## src/hw/rtl/brc_pkg.sv

```systemverilog
// ----------------------------------------------------------------------------
// brc_pkg
// Types, constants and modulo helpers for the byte recurrence checksum.
// ----------------------------------------------------------------------------
package brc_pkg;

  localparam int unsigned DataWidth = 8;
  localparam int unsigned TermWidth = 16;
  localparam int unsigned ProdWidth = 25;

  localparam logic [TermWidth-1:0] TermMod     = 16'hFFFF;
  localparam logic [TermWidth-1:0] FirstOffset = 16'd7;
  localparam logic [TermWidth-1:0] PriorInit   = 16'd1;
  localparam logic [DataWidth-1:0] AlphaStep   = 8'd17;
  localparam logic [DataWidth-1:0] BetaStep    = 8'd31;

  typedef struct packed {
    logic                 first;
    logic [DataWidth-1:0] position;
    logic [TermWidth-1:0] prior;
    logic [TermWidth-1:0] current;
  } brc_state_t;

  // reduce a 25 bit value into 0 .. 65534
  function automatic logic [TermWidth-1:0] term_fold(input logic [ProdWidth-1:0] v);
    logic [TermWidth:0] s;
    s = 17'(v[TermWidth-1:0]) + 17'(v[ProdWidth-1:TermWidth]);
    if (s >= 17'(TermMod)) begin
      return 16'(s - 17'(TermMod));
    end
    return 16'(s);
  endfunction

  // (1 - x) mod 65535 for x in 0 .. 65534
  function automatic logic [TermWidth-1:0] term_wrap(input logic [TermWidth-1:0] x);
    logic [TermWidth:0] w;
    w = 17'h10000 - 17'(x);
    if (w >= 17'(TermMod)) begin
      return 16'(w - 17'(TermMod));
    end
    return 16'(w);
  endfunction

endpackage

```

## src/hw/rtl/brc_term_calc.sv

```systemverilog
// ----------------------------------------------------------------------------
// brc_term_calc
// Next recurrence term from the held byte and the current recurrence state.
// ----------------------------------------------------------------------------
module brc_term_calc
  import brc_pkg::*;
(
  input  brc_state_t           state_i,
  input  logic [DataWidth-1:0] data_i,
  output logic [TermWidth-1:0] term_o
);

  logic [DataWidth-1:0] alpha;
  logic [DataWidth-1:0] beta;
  logic [DataWidth:0]   coeff;
  logic [ProdWidth-1:0] pos_part;
  logic [ProdWidth-1:0] neg_part;
  logic [ProdWidth-1:0] magnitude;
  logic                 negative;
  logic [TermWidth-1:0] folded;

  assign alpha = 8'(state_i.position * AlphaStep);
  assign beta  = 8'(state_i.position * BetaStep);
  assign coeff = 9'(data_i) + 9'(alpha);

  assign pos_part = 25'(coeff) * 25'(state_i.current);
  assign neg_part = 25'(beta) * 25'(state_i.prior);

  assign negative  = pos_part < neg_part;
  assign magnitude = negative ? (neg_part - pos_part) : (pos_part - neg_part);
  assign folded    = term_fold(magnitude);

  always_comb begin
    if (state_i.first) begin
      term_o = 16'(data_i) + FirstOffset;
    end else if (negative) begin
      term_o = term_wrap(folded);
    end else begin
      term_o = folded;
    end
  end

endmodule

```

## src/hw/rtl/byte_recurrence_checksum_unit.sv

```systemverilog
// ----------------------------------------------------------------------------
// byte_recurrence_checksum_unit
// Second-order recurrence over message bytes, checksum out on the last byte.
// ----------------------------------------------------------------------------
//  channel   dir  tdata                 tlast       tuser
//  s_axis    in   [7:0] data_byte       last_byte   -
//  m_axis    out  [15:0] checksum       -           -
//
//  one item per cycle sustained while s_axis is not held; a byte waits in
//  the input register; a last byte's checksum goes from it to the result register
//  the term multiply and fold run combinationally from the input register to
//  the state registers, so each byte closes the loop on its own
//  reset returns the recurrence to the start of a message
//  only a last byte meeting a full, stalled result register holds s_axis
// ----------------------------------------------------------------------------
module byte_recurrence_checksum_unit
  import brc_pkg::*;
(
  input  logic        clk_i,
  input  logic        rst_ni,
  input  logic        s_axis_tvalid,
  output logic        s_axis_tready,
  input  logic [7:0]  s_axis_tdata,   // [7:0] data_byte
  input  logic        s_axis_tlast,
  output logic        m_axis_tvalid,
  input  logic        m_axis_tready,
  output logic [15:0] m_axis_tdata    // [15:0] checksum
);

  logic                 in_valid_q;
  logic [DataWidth-1:0] in_data_q;
  logic                 in_last_q;
  brc_state_t           state_q, state_d;
  logic                 out_valid_q, out_valid_d;
  logic [TermWidth-1:0] out_data_q;
  logic [TermWidth-1:0] term;
  logic                 advance;
  logic                 in_accept;

  assign advance       = in_valid_q & (~in_last_q | ~out_valid_q | m_axis_tready);
  assign s_axis_tready = ~in_valid_q | advance;
  assign in_accept     = s_axis_tvalid & s_axis_tready;

  brc_term_calc u_term_calc (
    .state_i (state_q),
    .data_i  (in_data_q),
    .term_o  (term)
  );

  always_ff @(posedge clk_i or negedge rst_ni) begin
    if (!rst_ni) begin
      in_valid_q <= 1'b0;
    end else if (in_accept) begin
      in_valid_q <= 1'b1;
    end else if (advance) begin
      in_valid_q <= 1'b0;
    end
  end

  always_ff @(posedge clk_i) begin
    if (in_accept) begin
      in_data_q <= s_axis_tdata;
      in_last_q <= s_axis_tlast;
    end
  end

  always_comb begin
    state_d = state_q;
    if (advance) begin
      if (in_last_q) begin
        state_d.first    = 1'b1;
        state_d.position = '0;
        state_d.prior    = PriorInit;
        state_d.current  = '0;
      end else begin
        state_d.first    = 1'b0;
        state_d.position = state_q.first ? 8'd1 : 8'(state_q.position + 8'd1);
        state_d.prior    = state_q.first ? PriorInit : state_q.current;
        state_d.current  = term;
      end
    end
  end

  always_ff @(posedge clk_i or negedge rst_ni) begin
    if (!rst_ni) begin
      state_q.first    <= 1'b1;
      state_q.position <= '0;
      state_q.prior    <= PriorInit;
      state_q.current  <= '0;
    end else begin
      state_q <= state_d;
    end
  end

  always_comb begin
    out_valid_d = out_valid_q;
    if (advance && in_last_q) begin
      out_valid_d = 1'b1;
    end else if (m_axis_tready) begin
      out_valid_d = 1'b0;
    end
  end

  always_ff @(posedge clk_i or negedge rst_ni) begin
    if (!rst_ni) begin
      out_valid_q <= 1'b0;
    end else begin
      out_valid_q <= out_valid_d;
    end
  end

  always_ff @(posedge clk_i) begin
    if (advance && in_last_q) begin
      out_data_q <= term;
    end
  end

  assign m_axis_tvalid = out_valid_q;
  assign m_axis_tdata  = out_data_q;

endmodule

```

## config.mk

```make
export PLATFORM = sky130hd
export DESIGN_NAME = byte_recurrence_checksum_unit
export DESIGN_NICKNAME = d
export VERILOG_FILES = /design/src/hw/rtl/brc_pkg.sv /design/src/hw/rtl/brc_term_calc.sv /design/src/hw/rtl/byte_recurrence_checksum_unit.sv
export SDC_FILE = /design/constraint.sdc
export NUM_CORES = 1
export LEC_CHECK = 0
export ABC_CLOCK_PERIOD_IN_PS = 20700
export BUFFER_PORTS_ARGS = -buffer_cell sky130_fd_sc_hd__buf_2
export CORE_MARGIN = 1
export CORE_UTILIZATION = 50
export CTS_CLUSTER_DIAMETER = 100
export CTS_CLUSTER_SIZE = 12
export DETAILED_ROUTE_END_ITERATION = 10
export PLACE_DENSITY_LB_ADDON = 0.1
export SLEW_MARGIN = 20
export SYNTH_ARGS = -nofsm -noshare
export SYNTH_HDL_FRONTEND = slang
export SYNTH_SLANG_ARGS = --single-unit
```

## constraint.sdc

```tcl
create_clock -name clk_i -period 20.7 [get_ports clk_i]
set_clock_uncertainty 0.15 [all_clocks]
set_input_delay 2.07 -clock clk_i [delete_from_list [all_inputs] [get_ports clk_i]]
set_output_delay 2.07 -clock clk_i [all_outputs]
set_load 0.03 [all_outputs]
```

==> results by group, run 1 <==
Status
  • Status: complete, no violations

Global route
  • Total GRT Usage: 28.1%
  • Vias in the first global route: between 10,000 and 15,000
  • Antenna violations before repair: 0
  • Largest net degree at the start of global routing: 44
  • GRT overflow: 0
  • First-pass GRT wire length: 73.9 mm

Timing
  • RSZ-0062 raised after global routing: false
  • WHS: around 400 ps
  • Worst-Margin Slew: just over 1000 ps
  • Relative slew slack: 31.4%
  • Fin crit period: between 15,000 and 20,000 ps
  • Period utilisation layout: around nine tenths
  • Final Hold Vio Count: 0
  • Setup_tns: 0 ps
  • Pins Over Slew Limit: 0
  • Max Fclk: 54.5 MHz
  • # setup viols final: 0

Routing
  • Vias/cell: 5.73
  • Iter 0 DRT Violations: 1,037
  • DRC: 0
  • Pre-Repair DR Iteration Count: 6
  • Routed wire length: between 40 and 50 mm
  • Vias: around 14,000
  • Final antenna-violating net count: 0
  • Wire per inst: 19.0 um

Setup path
  • CP Capture Type: flip-flop
  • Worst Reg-to-Reg Cells: 69
  • WP data arrival: 18,290 ps
  • Register-to-Register Setup Slack: 2350 ps
  • Crit Path Category: flip-flop to flip-flop
  • CP max-delay cell: dfrtp_1
  • FF-to-FF Start: state_q[32]$_DFFE_PN0P_
  • CP startpoint kind: flip-flop
  • Reg2reg end: m_axis_tdata[0]$_DFFE_PP_
  • CP peak stage delay: 970 ps
  • CP max FO: 36
  • CP Data Required Time: 20,630 ps
  • Cell mode on critical path: a21oi_1

Synthesis
  • Post-synthesis async set-or-reset flop share: 63.2%
  • Post-synth EDFFs: 25
  • Top_reg_cell synth: dfrtp_1
  • Synth area leader: fa_1
  • Flop and latch count out of synthesis: 68
  • Yosys cell types: 87
  • Cells after Synth: 2,000
  • Syn. warnings: 0
  • Mean post-synth cell area: 8.32 um^2
  • Sequential area share after synthesis: 11.0%
  • Share of the synthesized area in the top cell type: between 20% and 30%
  • Most common cell in the netlist: inv_1
  • Mapped cell area: between 0.015 and 0.02 mm^2
  • Synth area leaders: fa_1 24%, ha_1 13%, inv_1 7.1%, dfrtp_1 6.2%, and2_1 5.3%
  • Post-Syn Nets: 2,387
  • Synth top cells by count: 316 x inv_1, 203 x nand2_1, 198 x fa_1, 176 x ha_1, 141 x and2_1

Final layout
  • Synth-to-Final Area Change: 4.97%
  • Ratio of cells with drive above 1 in the final layout: around 5.2%
  • Nets: 2,363
  • Final core occ: 53.6%
  • Diodes inserted: 0

Clocking
  • CTS Root Cell: clkbuf_16
  • Post-cts resize count: 0
  • # clock sinks: 68
  • Post-CTS Setup Bufs: 0
  • H-tree levels: 3
  • CTS tree: built
  • Hold_buf cts: 0
  • Clock transition at path regs: 60 ps
  • Worst-Skew Late Latency: 350 ps
  • Bufs on Longest Clock Path: 2
  • CTS Buf Count: 9

Worst hold path
  • Hold Crit Endpoint: state_q[39]$_DFFE_PN0P_
  • Hold Path Depth: 1
  • Hold path start: state_q[39]$_DFFE_PN0P_
  • Type of the worst min-delay path: flip-flop to flip-flop

Floorplanning
  • Initial core utilization: between 50% and 60%
  • I/O pin total: 31
  • Core region area: between 0.03 and 0.04 mm^2
  • Die X-Extent: 184 um
  • Die Height: 184 um
  • # rows: 66
  • Die area: 0.0340 mm^2

Placement
  • Number of I/O port buffers: 30
  • Placer Congestion: just over 0.9
  • Detailed Place HPWL: 37.9 mm

Flow run
  • Maxcap violations: 0
worst max-delay path, delay by kind of cell, from the launching register on:
family	cells	cell delay, ps
mux	2	470
simple gates	12	2760
fa+ha+maj	12	5270
buf+inv	4	230
xor+xnor	6	1270
flops	1	970
compound gates	33	6970
registers in the layout, indices dropped and copies added (netlist names):
signal,cells
in_last_q,1
in_data_q,8
m_axis_tvalid,1
state_q,41
m_axis_tdata,16
in_valid_q,1
worst max-delay path by stage:
| stage | cells past startpoint | end | slack [ps] | start |
|---|---|---|---|---|
| floorplan | 75 | m_axis_tdata[13]$_DFFE_PP_ | 4300 | state_q[33]$_DFFE_PN0P_ |
| global placement | 69 | m_axis_tdata[13]$_DFFE_PP_ | 2480 | state_q[32]$_DFFE_PN0P_ |
| detailed placement | 69 | m_axis_tdata[0]$_DFFE_PP_ | 2140 | state_q[32]$_DFFE_PN0P_ |
| CTS | 69 | m_axis_tdata[0]$_DFFE_PP_ | 2100 | state_q[32]$_DFFE_PN0P_ |
| global route | 69 | m_axis_tdata[13]$_DFFE_PP_ | 920 | state_q[32]$_DFFE_PN0P_ |
| finish | 69 | m_axis_tdata[0]$_DFFE_PP_ | 2350 | state_q[32]$_DFFE_PN0P_ |
per-layer routing:
metal | global-route usage [%] | share of wire, % | vias to the layer above
li1 | - | - | 6545
met1 | 38.8 | 45 | 6925
met2 | 47.0 | 48 | 358
met3 | 2.39 | 4.4 | 54
met4 | 7.80 | 2.8 | 0
met5 | 0 | 0 | -
stage by stage:
step	instances	area [um^2]	setup slack, ps
after floorplan	2000	16600	4300
after global placement	2407	17200	2480
after detailed placement	2407	17200	2140
after CTS	2423	17500	2100
after global routing	2423	17500	918
final	2423	17500	2350
cells in the final DEF (no fill, tap or decap), types with 5 or more instances in the layout:
| cell type | netlist | layout |
|---|---|---|
| o31ai_1 | 12 | 12 |
| mux2_2 | 6 | 6 |
| nor2_1 | 85 | 85 |
| a21o_1 | 37 | 37 |
| nor2b_1 | 26 | 26 |
| a21oi_1 | 128 | 128 |
| a22o_1 | 18 | 18 |
| a211oi_1 | 7 | 7 |
| buf_2 | 7 | 29 |
| dfrtp_1 | 41 | 41 |
| o21bai_1 | 39 | 39 |
| mux2i_1 | 9 | 9 |
| xnor2_1 | 90 | 86 |
| o221ai_1 | 5 | 5 |
| xor2_1 | 32 | 32 |
| nor3_1 | 28 | 27 |
| nand2_1 | 203 | 203 |
| fa_1 | 198 | 198 |
| nor4_1 | 12 | 12 |
| buf_4 | 0 | 13 |
| nand3b_1 | 6 | 6 |
| nand3_1 | 24 | 24 |
| o211ai_1 | 6 | 6 |
| a31oi_1 | 8 | 8 |
| a211o_1 | 9 | 9 |
| nand2b_1 | 17 | 17 |
| inv_1 | 316 | 316 |
| or3_1 | 7 | 7 |
| and2_1 | 141 | 141 |
| edfxtp_1 | 25 | 25 |
| o21ai_0 | 67 | 67 |
| or2_2 | 5 | 5 |
| and3_1 | 8 | 8 |
| nand4_1 | 22 | 22 |
| clkbuf_16 | 0 | 9 |
| o21a_1 | 11 | 11 |
| ha_1 | 176 | 176 |
| o21ai_1 | 18 | 18 |
cell families after synthesis:
kind of cell	after synthesis	synth area share (%)
fa+ha+maj	374	37.0
mux	16	1.08
flops	68	11.0
xor+xnor	123	6.56
buf+inv	394	8.94
compound gates	423	16.9
simple gates	602	18.5
area by class of cell:
| type | count | area (um^2) |
|---|---|---|
| clock buffer | 10 | 229 |
| clock inverter | 6 | 63.8 |
| tap | 442 | 553 |
| inverter | 317 | 1190 |
| timing repair buffer | 42 | 243 |
| fill | 3115 | 15100 |
| multi-input combinational | 1538 | 13400 |
| sequential | 68 | 1830 |
Power of run 1 is left out: the tool's default activity adds up to more than one toggle a clock period on the data nets, which glitch-free logic cannot reach.
==> run 2: changes to the inputs <==
--- a/config.mk
+++ b/config.mk
@@ -5,7 +5,7 @@
 export SDC_FILE = /design/constraint.sdc
 export NUM_CORES = 1
 export LEC_CHECK = 0
-export ABC_CLOCK_PERIOD_IN_PS = 20700
+export ABC_CLOCK_PERIOD_IN_PS = 19800
 export BUFFER_PORTS_ARGS = -buffer_cell sky130_fd_sc_hd__buf_2
 export CORE_MARGIN = 1
 export CORE_UTILIZATION = 50
==> constraint.sdc (replaced) <==
create_clock -name clk_i -period 19.8 [get_ports clk_i]
set_clock_uncertainty 0.15 [all_clocks]
set_input_delay 1.98 -clock clk_i [delete_from_list [all_inputs] [get_ports clk_i]]
set_output_delay 1.98 -clock clk_i [all_outputs]
set_load 0.03 [all_outputs]
==> run 2 against run 1 <==
Design area fell by 0.11%. Core utilization fell by 0.061 points. Register-to-register slack got worse by 800 ps. Sequential share of layout area barely moved. Global-route usage rose by 0.15 points. First-iteration DRC count fell by 12%.
==> results by group, run 2 (synthesized netlist as in run 1, its figures left out) <==
Clocking
  • Worst-Skew Late Latency: 340 ps (about the same)
  • CTS tree: built
  • Bufs on Longest Clock Path: 2 (unchanged)
  • CTS Buf Count: 9 (unchanged)
  • Hold_buf cts: 0 (unchanged)
  • Clock transition at path regs: 60 ps (about the same)
  • # clock sinks: 68 (unchanged)
  • CTS Root Cell: clkbuf_16
  • H-tree levels: 3 (unchanged)
  • Post-CTS Setup Bufs: 0 (unchanged)
  • Post-cts resize count: 0 (unchanged)

Routing
  • Pre-Repair DR Iteration Count: 5 (-1)
  • Final antenna-violating net count: 0 (unchanged)
  • Vias: 13,900 (-0.13%)
  • Iter 0 DRT Violations: 909 (-12%)
  • Routed wire length: 46.1 mm (+0.35%)
  • Wire per inst: 19.0 um (+0.30%)
  • Vias/cell: 5.72 (-0.17%)
  • DRC: 0 (unchanged)

Flow run
  • Maxcap violations: 0 (unchanged)

Timing
  • Fin crit period: 18,260 ps (-95.9 ps)
  • Relative slew slack: 21.9% (-9.5 points)
  • Worst-Margin Slew: 1140 ps (+118 ps)
  • Pins Over Slew Limit: 0 (unchanged)
  • Final Hold Vio Count: 0 (unchanged)
  • Setup_tns: 0 ps (unchanged)
  • Period utilisation layout: 92.2% (+3.5 points)
  • RSZ-0062 raised after global routing: false
  • # setup viols final: 0 (unchanged)
  • Max Fclk: 54.8 MHz (+0.53%)

Final layout
  • Top reg by flops: state_q
  • Ratio of cells with drive above 1 in the final layout: 5.20% (-0.053 points)
  • Diodes inserted: 0 (unchanged)
  • Most frequent cells in the layout: 316 x inv_1, 203 x nand2_1, 198 x fa_1
  • Nets: 2,364 (+0.042%)
  • Synth-to-Final Area Change: 4.85%
  • Max reg flops: 41 (unchanged)
  • Commonest non-fill, non-tap cell in the layout: inv_1

Setup path
  • WP data arrival: 18,180 ps (-110 ps)
  • CP peak stage delay: 650 ps (-320 ps)
  • CP Data Required Time: 19,720 ps (-910 ps)
  • Crit Path Category: flip-flop to flip-flop
  • Cell mode on critical path: a21oi_1
  • FF-to-FF Start: state_q[33]$_DFFE_PN0P_
  • CP Capture Type: flip-flop
  • Reg2reg end: m_axis_tdata[9]$_DFFE_PP_
  • CP max-delay cell: a22oi_1
  • CP max FO: 36 (unchanged)
  • CP startpoint kind: flip-flop
  • Worst Reg-to-Reg Cells: 69 (unchanged)
  • Crit path launch: state_q[33]$_DFFE_PN0P_
  • Register-to-Register Setup Slack: 1540 ps (-800 ps)

Placement
  • Detailed Place HPWL: 38.4 mm (+1.4%)
  • Number of I/O port buffers: 30 (unchanged)
  • Placer Congestion: 0.907 (-0.53%)

Global route
  • Met3 capacity usage during global routing: 3.52% (+1.1 points)
  • Met2 Track Usage GR: 47.6% (+0.56 points)
  • Total GRT Usage: 28.3% (+0.15 points)
  • First-pass GRT wire length: 74.4 mm (+0.67%)
  • Vias in the first global route: 13,700 (+1.6%)
  • GRT overflow: 0 (unchanged)
  • Antenna violations before repair: 0 (unchanged)
  • Met1 usage: 37.2% (-1.6 points)
  • Grt peak-use layer: met2
  • Largest net degree at the start of global routing: 44 (unchanged)

Floorplanning
  • # rows: 66 (unchanged)
  • Die X-Extent: 184 um (unchanged)
  • Initial core utilization: 51.0% (unchanged)
  • Core region area: 0.0326 mm^2 (unchanged)
  • I/O pin total: 31 (unchanged)
  • Die Height: 184 um (unchanged)
  • Die area: 0.0340 mm^2 (unchanged)

Worst hold path
  • Hold path start: state_q[39]$_DFFE_PN0P_
  • Hold Path Depth: 1 (unchanged)
  • Type of the worst min-delay path: flip-flop to flip-flop
  • Hold Crit Endpoint: state_q[39]$_DFFE_PN0P_

Status
  • Status: complete, no violations
-- run 2: worst max path at each step --
stage	to	cells after the start	slack (ps)
after global placement	m_axis_tdata[13]$_DFFE_PP_	69	1620
after CTS	m_axis_tdata[9]$_DFFE_PP_	69	1100
after floorplan	m_axis_tdata[13]$_DFFE_PP_	75	3400
final	m_axis_tdata[9]$_DFFE_PP_	69	1540
after detailed placement	m_axis_tdata[9]$_DFFE_PP_	69	1110
after global routing	m_axis_tdata[13]$_DFFE_PP_	71	110
-- run 2: worst max-delay path: cells and delay by family (launching register included) --
family	cells	cell delay, ps
compound gates	32	7210
xor+xnor	4	1050
fa+ha+maj	12	5300
buf+inv	7	460
flops	1	580
simple gates	14	3230
-- run 2: metal layers --
metal,share of wire [%],vias up
li1,-,6545
met1,44,6849
met4,3.7,0
met2,48,397
met5,0,-
met3,4.7,73
-- run 2: metrics by stage --
stage / instances / hold WS, ps / utilization, % / setup WS (ps) / cell area [um^2]
final: 2424 / 396 / 53.5 / 1540 / 17500
after detailed placement: 2408 / 392 / 52.6 / 1110 / 17200
after global placement: 2408 / 393 / 52.6 / 1620 / 17200
after CTS: 2424 / 401 / 53.5 / 1100 / 17400
after global routing: 2424 / 456 / 53.5 / 108 / 17500
after floorplan: 2000 / 314 / - / 3400 / 16600
-- run 2: area by class of cell --
class / count / area, um^2
Fill cell: 3058 / 15200
Clock inverter: 5 / 33.8
Timing Repair Buffer: 43 / 250
Multi-Input combinational cell: 1538 / 13300
Inverter: 317 / 1190
Tap cell: 442 / 553
Sequential cell: 68 / 1830
Clock buffer: 11 / 254
Power of run 2 is left out for the same reason.
==> run 3: changes to the inputs <==
--- a/config.mk
+++ b/config.mk
@@ -7,6 +7,7 @@
 export LEC_CHECK = 0
 export ABC_CLOCK_PERIOD_IN_PS = 19800
 export BUFFER_PORTS_ARGS = -buffer_cell sky130_fd_sc_hd__buf_2
+export CORE_ASPECT_RATIO = 0.5
 export CORE_MARGIN = 1
 export CORE_UTILIZATION = 50
 export CTS_CLUSTER_DIAMETER = 100
==> run 3 against run 2 <==
Worst hold slack better by 33 ps. Design area barely moved. Non-clock buffer count unchanged. Sequential share of layout area about the same. Die area increased by 0.13%. Global-route usage increased by 1.2 points. First-iteration DRC count rose by 45%. Clock-buffer cell count fell by 2. Critical endpoint is now m_axis_tdata[13]$_DFFE_PP_. Final cell count decreased by 0.37%. Critical path depth up 2. Flip-flop and latch count did not move.
==> results by group, run 3 (synthesized netlist as in run 1, its figures left out) <==
Status
  • Status: complete, no violations

Global route
  • GRT overflow: 0 (unchanged)
  • Met3 capacity usage during global routing: 6.56% (+3.0 points)
  • Grt peak-use layer: met1
  • Largest net degree at the start of global routing: 44 (unchanged)
  • Met2 Track Usage GR: 42.8% (-4.8 points)
  • Met1 usage: 45.2% (+8.0 points)
  • Vias in the first global route: 13,600 (-1.3%)
  • First-pass GRT wire length: 77.2 mm (+3.7%)
  • Total GRT Usage: 29.4% (+1.2 points)
  • Antenna violations before repair: 1 (+1)

Timing
  • Period utilisation layout: 92.6% (+0.36 points)
  • Final Hold Vio Count: 0 (unchanged)
  • # setup viols final: 0 (unchanged)
  • Fin crit period: 18,330 ps (+71.5 ps)
  • Relative slew slack: 33.8% (+12 points)
  • Max Fclk: 54.6 MHz (-0.39%)
  • RSZ-0062 raised after global routing: false
  • Setup_tns: 0 ps (unchanged)
  • Worst-Margin Slew: 967 ps (-175 ps)
  • Pins Over Slew Limit: 0 (unchanged)
  • Setup ws final: 1470 ps (-71.5 ps)
  • WHS: 429 ps (+33.1 ps)

Clocking
  • # clock sinks: 68 (unchanged)
  • Bufs on Longest Clock Path: 2 (unchanged)
  • Clock transition at path regs: 60 ps (about the same)
  • H-tree levels: 3 (unchanged)
  • CTS Root Cell: clkbuf_16
  • Hold_buf cts: 0 (unchanged)
  • Worst-Skew Late Latency: 330 ps (about the same)
  • CTS tree: built
  • CTS Buf Count: 9 (unchanged)

Setup path
  • Reg2reg end: m_axis_tdata[13]$_DFFE_PP_
  • Worst Reg-to-Reg Cells: 71 (+2.9%)
  • CP peak stage delay: 700 ps (+50 ps)
  • CP Data Required Time: 19,720 ps (about the same)
  • Cell mode on critical path: a21oi_1
  • Worst setup endpoint: m_axis_tdata[13]$_DFFE_PP_
  • Crit Path Category: flip-flop to flip-flop
  • Crit path launch: state_q[33]$_DFFE_PN0P_
  • FF-to-FF Start: state_q[33]$_DFFE_PN0P_
  • CP max-delay cell: or4_1
  • CP startpoint kind: flip-flop
  • WP data arrival: 18,250 ps (+70 ps)
  • Register-to-Register Setup Slack: 1470 ps (-70 ps)
  • CP max FO: 29 (-19%)
  • CP Capture Type: flip-flop

Final layout
  • Most frequent cells in the layout: 316 x inv_1, 203 x nand2_1, 198 x fa_1
  • Final core occ: 54.2% (+0.69 points)
  • Ratio of cells with drive above 1 in the final layout: 5.50% (+0.30 points)
  • Nets: 2,364 (unchanged)
  • Commonest non-fill, non-tap cell in the layout: inv_1
  • Max reg flops: 41 (unchanged)
  • Top reg by flops: state_q
  • Synth-to-Final Area Change: 4.95% (about the same)

Placement
  • Detailed Place HPWL: 39.5 mm (+3.0%)
  • Number of I/O port buffers: 30 (unchanged)
  • Placer Congestion: 0.923 (+1.7%)
  • Place WS: 973 ps (-139 ps)

Routing
  • Wire per inst: 20.1 um (+5.5%)
  • Final antenna-violating net count: 0 (unchanged)
  • Pre-Repair DR Iteration Count: 7 (+2)
  • DRC: 0 (unchanged)
  • Iter 0 DRT Violations: 1,314 (+45%)
  • Vias: 13,900 (+0.22%)
  • Routed wire length: 48.5 mm (+5.1%)
  • Vias/cell: 5.75 (+0.60%)

Flow run
  • Maxcap violations: 0 (unchanged)

Worst hold path
  • Hold Path Depth: 2 (+1)
  • Type of the worst min-delay path: flip-flop to flip-flop

Floorplanning
  • Die Height: 131 um (-29%)
  • # rows: 46 (-30%)
  • Core region area: 0.0322 mm^2 (-1.2%)
  • Die X-Extent: 260 um (+41%)
  • Initial core utilization: 51.6% (+0.61 points)
  • Die area: 0.0341 mm^2 (+0.13%)
  • I/O pin total: 31 (unchanged)
-- run 3: worst min-delay path by stage --
stage                                    from                        end  slack, ps
finish              m_axis_tvalid$_DFFE_PN0P_  m_axis_tvalid$_DFFE_PN0P_        430
global placement      state_q[39]$_DFFE_PN0P_    state_q[39]$_DFFE_PN0P_        410
floorplan              state_q[2]$_DFFE_PN0P_    state_q[18]$_DFFE_PN0P_        310
detailed placement    state_q[39]$_DFFE_PN0P_    state_q[39]$_DFFE_PN0P_        420
CTS                   state_q[39]$_DFFE_PN0P_    state_q[39]$_DFFE_PN0P_        430
global route        m_axis_tvalid$_DFFE_PN0P_  m_axis_tvalid$_DFFE_PN0P_        460
-- run 3: what timing repair did --
action / CTS / global route
gates resized for setup: 0 / 1
setup buffers: 0 / 0
endpoints found under the setup margin: 0 / 19
-- run 3: worst max-delay path: cells and delay by family, from the launching register on --
family                     cells  cell delay (ps)
AOI/OAI and AO/OA             33             6690
xor gates and xnor gates       5             1400
adders and majority gates     12             5590
buffers and inverters          9              930
DFF                            1              560
muxes                          1              330
and+or+nand+nor               11             2350
-- run 3: area by class of cell --
| cell class | count | area, um^2 |
|---|---|---|
| clock buffers | 9 | 225 |
| repair buffers | 43 | 250 |
| flip-flops and latches | 68 | 1830 |
| well taps | 432 | 541 |
| clock inverters | 7 | 43.8 |
| multi-input cells | 1538 | 13400 |
| inverters | 317 | 1190 |
| fillers | 3081 | 14800 |
| diodes | 1 | 2.50 |
-- run 3: per-stage QoR --
stage	instances	area, um^2
after floorplan	2000	16600
after global placement	2398	17200
after detailed placement	2398	17200
after CTS	2414	17500
after global routing	2414	17500
final	2415	17500
-- run 3: layer usage --
metal / share of wire (%) / vias to the layer above / routed length, um
li1: - / 6540 / -
met4: 0.78 / 2 / 380
met1: 49 / 6882 / 23800
met2: 42 / 438 / 20200
met3: 8.5 / 33 / 4100
met5: 0.025 / - / 12
Power of run 3 is left out for the same reason.
